$ cat src/rtl/core/assert_macros.svh
// assertion macros shared by the icmp checker rtl
// used by icmp_queue and icmp_back, no other dependencies
`ifndef ASSERT_MACROS_SVH
`define ASSERT_MACROS_SVH

// plain property, disabled while in reset
`define ICMP_ASSERT(lbl, clk, rst, prop, msg) \
  lbl: assert property (@(posedge clk) disable iff (rst) (prop)) else $error(msg);

// same-cycle implication
`define ICMP_ASSERT_IMP(lbl, clk, rst, ante, cons, msg) \
  lbl: assert property (@(posedge clk) disable iff (rst) (ante) |-> (cons)) else $error(msg);

// next-cycle implication
`define ICMP_ASSERT_NXT(lbl, clk, rst, ante, cons, msg) \
  lbl: assert property (@(posedge clk) disable iff (rst) (ante) |=> (cons)) else $error(msg);

`endif

$ cat src/rtl/core/icmp_pkg.sv
// types and constants for the icmp echo reply checker
// no dependencies
`default_nettype none

package icmp_pkg;

  typedef enum logic [2:0] {
    ST_OK         = 3'd0,
    ST_TOO_SHORT  = 3'd1,
    ST_TRUNCATED  = 3'd2,
    ST_CSUM_BAD   = 3'd3,
    ST_NOT_REPLY  = 3'd4,
    ST_FOREIGN_ID = 3'd5
  } status_t;

  localparam int unsigned QUEUE_DEPTH = 4;
  localparam int unsigned QPTR_W      = $clog2(QUEUE_DEPTH);

  localparam logic [15:0] ICMP_MIN_BYTES = 16'd8;
  localparam logic [15:0] SUM_GOOD       = 16'hffff;
  localparam logic [15:0] TRIP_MIN_RESET = 16'hffff;

  // per-datagram summary handed from front to back
  typedef struct packed {
    logic [15:0] len;
    logic [5:0]  hdr;
    logic [15:0] total;
    logic [15:0] sum;
    logic [7:0]  rtype;
    logic [15:0] ident;
    logic [15:0] seq;
    logic [31:0] stamp;
    logic [31:0] now;
  } rec_t;

endpackage

`default_nettype wire

$ cat src/rtl/core/icmp_back.sv
// back end: status decision, trip time, statistics and output register
// depends on icmp_pkg and assert_macros.svh
`default_nettype none
`include "assert_macros.svh"

module icmp_back import icmp_pkg::*; (
  input  wire logic         clk,
  input  wire logic         rst,
  input  wire logic [15:0]  own_identifier,
  input  wire logic         q_valid,
  input  wire rec_t         q_rec,
  output logic              pop,
  output logic              m_tvalid,
  input  wire logic         m_tready,
  output logic [199:0]      m_tdata
);

  // stage a: decided item
  logic        a_valid;
  status_t     a_status;
  logic [15:0] a_seq;
  logic [31:0] a_trip;
  logic [15:0] a_payload;

  // output stage
  status_t     m_status;
  logic [15:0] m_seq;
  logic [31:0] m_trip;
  logic [15:0] m_payload;

  logic [31:0] rcv_count;
  logic [31:0] trip_min;
  logic [31:0] trip_max;
  logic [31:0] trip_sum;

  status_t     status_next;
  logic [31:0] trip_next;
  logic [15:0] payload_next;
  logic        b_load;
  logic        a_ok;

  assign b_load = a_valid && (!m_tvalid || m_tready);
  assign pop    = q_valid && (!a_valid || b_load);
  assign a_ok   = (a_status == ST_OK);

  always_comb begin
    if ({1'b0, q_rec.len} < 17'(q_rec.hdr) + 17'(ICMP_MIN_BYTES)) begin
      status_next = ST_TOO_SHORT;
    end else if (q_rec.len < q_rec.total) begin
      status_next = ST_TRUNCATED;
    end else if (q_rec.sum != SUM_GOOD) begin
      status_next = ST_CSUM_BAD;
    end else if (q_rec.rtype != 8'd0) begin
      status_next = ST_NOT_REPLY;
    end else if (q_rec.ident != own_identifier) begin
      status_next = ST_FOREIGN_ID;
    end else begin
      status_next = ST_OK;
    end
    if (status_next == ST_OK) begin
      trip_next    = q_rec.now - q_rec.stamp;
      payload_next = q_rec.total - 16'(q_rec.hdr) - ICMP_MIN_BYTES;
    end else begin
      trip_next    = '0;
      payload_next = '0;
    end
  end

  always_ff @(posedge clk) begin
    if (pop) begin
      a_status  <= status_next;
      a_seq     <= q_rec.seq;
      a_trip    <= trip_next;
      a_payload <= payload_next;
    end
    if (b_load) begin
      m_status  <= a_status;
      m_seq     <= a_seq;
      m_trip    <= a_trip;
      m_payload <= a_payload;
    end
  end

  always_ff @(posedge clk) begin
    if (rst) begin
      a_valid   <= 1'b0;
      m_tvalid  <= 1'b0;
      rcv_count <= '0;
      trip_min  <= 32'(TRIP_MIN_RESET);
      trip_max  <= '0;
      trip_sum  <= '0;
    end else begin
      if (pop) begin
        a_valid <= 1'b1;
      end else if (b_load) begin
        a_valid <= 1'b0;
      end
      if (b_load) begin
        m_tvalid <= 1'b1;
      end else if (m_tready) begin
        m_tvalid <= 1'b0;
      end
      if (b_load && a_ok) begin
        rcv_count <= rcv_count + 32'd1;
        trip_sum  <= trip_sum + a_trip;
        if (a_trip < trip_min) begin
          trip_min <= a_trip;
        end
        if (a_trip > trip_max) begin
          trip_max <= a_trip;
        end
      end
    end
  end

  // status, seq, trip, payload, count, min, max, total, pad
  assign m_tdata = {5'd0, trip_sum, trip_max, trip_min, rcv_count,
                    m_payload, m_trip, m_seq, 3'(m_status)};

  `ICMP_ASSERT_NXT(a_count_step, clk, rst, b_load && a_ok,
    rcv_count == $past(rcv_count) + 32'd1, "count not stepped on good reply")
  `ICMP_ASSERT_IMP(a_zero_on_fail, clk, rst, m_tvalid && m_status != ST_OK,
    m_trip == 32'd0 && m_payload == 16'd0, "trip or payload set on failed reply")
  `ICMP_ASSERT_IMP(a_min_le_max, clk, rst, rcv_count != 32'd0,
    trip_min <= trip_max, "minimum trip above maximum")

endmodule

`default_nettype wire

$ cat config.mk
export PLATFORM = sky130hd
export DESIGN_NAME = icmp_back
export DESIGN_NICKNAME = d
export VERILOG_FILES = /design/src/rtl/core/icmp_pkg.sv /design/src/rtl/core/icmp_back.sv
export VERILOG_INCLUDE_DIRS = /design/src /design/src/rtl/core
export SDC_FILE = /design/constraint.sdc
export NUM_CORES = 1
export LEC_CHECK = 0
export BUFFER_PORTS_ARGS = -buffer_cell sky130_fd_sc_hd__clkbuf_2
export CAP_MARGIN = 30
export CORE_AREA = 2 2 174 176
export DETAILED_ROUTE_END_ITERATION = 6
export DIE_AREA = 0 0 176 178
export GPL_ROUTABILITY_DRIVEN = 0
export PLACE_DENSITY = 0.79
export REMOVE_ABC_BUFFERS = 1
export SYNTH_ARGS = -nofsm -noshare
export SYNTH_HDL_FRONTEND = slang
export SYNTH_SLANG_ARGS = --single-unit
$ cat constraint.sdc
create_clock -name clk -period 8.1 [get_ports clk]
set_clock_uncertainty 0.15 [all_clocks]
set_input_delay 0.81 -clock clk [delete_from_list [all_inputs] [get_ports clk]]
set_output_delay 0.81 -clock clk [all_outputs]
set_load 0.01 [all_outputs]
==> results.md <==
* # Post-CTS Setup Buffers at 0
* Pre-Repair DR Iteration Count at 6
* 1st-iter DRT viols at 868
* CP endpoint kind: flop
* Area of the multi-input gates at 8553 µm²
* Clk pin slew, worst setup/hold paths at 0.06 ns
* Status: complete, no violations
* Fin nets at 2,374
* Worst r2r dst: rcv_count[30]
* Worst hold path type: flop to flop
* Final core occ at 65.15%
* Post-layout min period at 3.621 ns
* Die area at 31,330 µm²
* Clk Latency, worst-skew pair at 0.55 ns
* Crit-path max FO at 37
* P_leak at 8.968 nW
* Max cap viols at 0
* Area share of the largest cell type after synthesis at 25.17%
* Max Clk Rate at 276.1 MHz
* Hold worst-path end: m_payload[11]
* Gr usage total at 25.24%
* Commonest cells after routing, fill and taps aside: clkbuf_2, ha_1, nor2_1, nand2_1, inv_1
* #FFs+latches synth at 264
* Worst rel slew slack at 35.76%
* Synth Instances at 1,692
* Tightest Pin Transition at 0.9636 ns
* First-pass GRT wire length at 63.84 mm
* Dominant cells by area after synthesis: edfxtp_1, dfxtp_1, ha_1, nor2_1, xnor2_1
* RSZ-0062 raised after global routing: false
* Initial antenna violation count at 1
* Post-Syn Area at 15,990 µm²
* CTS max path bufs at 3
* Setup TNS at 0 ns
* GR peak layer: met2
* Pwr dens at 168.3 nW/µm²
* Fraction of layout instances using a drive strength above 1 at 22.00%
* Hold Vio Cnt, Final at 0
* I/O pin count at 380
* CTS root buffer: clkbuf_16
* Grt met2 use at 46.56%
* WS Path Type: flop to flop
* Hpwl dp at 31.44 mm
* M3 GR Usage at 6.010%
* Number of fill cells at 2,377
* Critical Path AT at 3.87 ns
* Vias in the first global route at 13,080
* Routed vias/inst at 5.594
* Commonest non-fill, non-tap cell in the layout: clkbuf_2
* Hold_sp: a_payload[11]
* Final setup fails at 0
* CTS tree: done
* Cts bufs inserted at 29
* Finished layout cell area at 19,150 µm²
* Area Overhead vs Synth at 19.83%
* Met1 Usage GRT at 28.86%
* Clock Sinks at 264
* FP Rows at 63
* Floorplan core area at 29,400 µm²
* Post-cts hold buffer count at 0
* RR Startpoint: a_status[1]
* Cell variety after synth at 71
* Post-route DRC at 0
* Final max-slew violation count at 0
* CTS resizes at 0
* Final Non-Filler Cells at 2,447
* Share of flip-flops with an asynchronous set or reset at 0%
* Hold Path Stages at 0
* WL final at 41.39 mm
* Fin crit share at 44.71%
* Remaining antenna violation count after routing at 0
* R2R setup slack at 4.48 ns
* Mean routed wirelength per cell at 16.91 µm
* Dpl cell area at 18,140 µm²
* Crit start category: flop
* Port Buffer Count at 374
* GRT Residual Overflow at 0
* Initial Utilization at 54.37%
* Register area at 6626 µm²
* Vias at 13,690
* EDFF count, synth at 134
* CTS H-tree depth at 1
* YS warnings at 0
* Synth Area per Inst at 9.448 µm²
* Peak VDD IR at 0.0001431 V
* Most used DFF post-synth: edfxtp_1
* Register area share after synthesis at 41.45%
* Die H at 178 µm
* Placed cell count at 2,391
* Synth area leader: edfxtp_1
* Pin count of the biggest net entering global routing at 110
* Die X-Extent at 176 µm
* Register-to-Register Path Depth at 10
* WP data required at 8.35 ns
* Min Hold Slack at 0.2673 ns
[logic make-up after synthesis]
logic type	Yosys count	synth area share, %
simple gates	545	16.89
xor+xnor	105	5.753
other cells	1	0.02346
flops	264	41.45
fa+ha+maj	163	12.90
compound gates	350	14.56
buf+inv	215	5.354
mux	49	3.068
[cell type report]
| class | instances | area share [%] |
|---|---|---|
| antenna | 2 | 0.02613 |
| clock buffer | 36 | 4.135 |
| clock inverter | 17 | 1.006 |
| sequential | 264 | 34.59 |
| multi-input combinational | 1217 | 44.65 |
| timing repair buffer | 382 | 10.31 |
| tap | 390 | 2.548 |
| inverter | 139 | 2.724 |
[worst max-delay path, stage by stage (launching register included)]
cell and delay, ns:
edfxtp_1 0.42, nor3_4 0.32, nand3b_4 0.47, nor4_1 0.68
and3_1 0.29, and3_1 0.20, nand4_1 0.24, nor2_1 0.31
nand4_1 0.16, xor2_1 0.15, nor2_1 0.05
[Yosys cell counts (9+ instances only)]
master,n
a31oi_1,24
nand4b_1,16
o21a_1,11
clkbuf_1,57
a21o_1,70
inv_1,139
nor4_1,9
nand2b_1,16
dfxtp_1,130
ha_1,160
xnor2_1,64
nand4_1,36
o311ai_0,17
edfxtp_1,134
and3b_1,17
nor2_1,152
o21ai_0,53
nand2_1,144
mux2i_1,49
o211a_1,17
a21oi_1,110
and3_1,17
nor3_1,67
or3_1,13
nor2b_1,19
xor2_1,41
nand3_1,15
[registers in the layout, indices dropped and copies added (netlist names), 32 cells and up]
register and count:
a_trip 32, m_trip 32, rcv_count 32, trip_max 32, trip_min 32, trip_sum 32
[worst max path at each step]
stage	slack (ns)	cells after the start	endpoint	startpoint
after global placement	4.06	12	a_trip[3]	q_rec[137]
after CTS	4.49	10	rcv_count[30]	a_status[1]
after floorplan	1.16	2	pop	m_tready
after detailed placement	3.98	12	a_trip[6]	q_rec[137]
after global routing	4.20	10	rcv_count[30]	a_status[1]
final	4.48	10	rcv_count[30]	a_status[1]
[power by group]
| part | leakage [nW] | internal (mW) | total (mW) | switching, mW |
|---|---|---|---|---|
| clock network | 0.478 | 0.818 | 1.35 | 0.535 |
| logic | 6.14 | 0.174 | 0.401 | 0.228 |
| registers | 2.35 | 1.44 | 1.47 | 0.0278 |
| total | 8.97 | 2.43 | 3.22 | 0.790 |
[routing by layer]
metal / share of wire (%) / wire length [µm]
met1: 39 / 16260
met2: 50 / 20890
met3: 7.6 / 3150
met4: 2.6 / 1090
met5: 0 / 0
[stage by stage]
stage	setup WS, ns	total power, mW
2_1_floorplan	1.159	1.743
3_3_place_gp	4.056	1.878
3_5_place_dp	3.976	1.895
5_1_grt	4.200	3.350
4_1_cts	4.492	3.248
6_report	4.479	3.223
(Power assumes the default switching activity.)
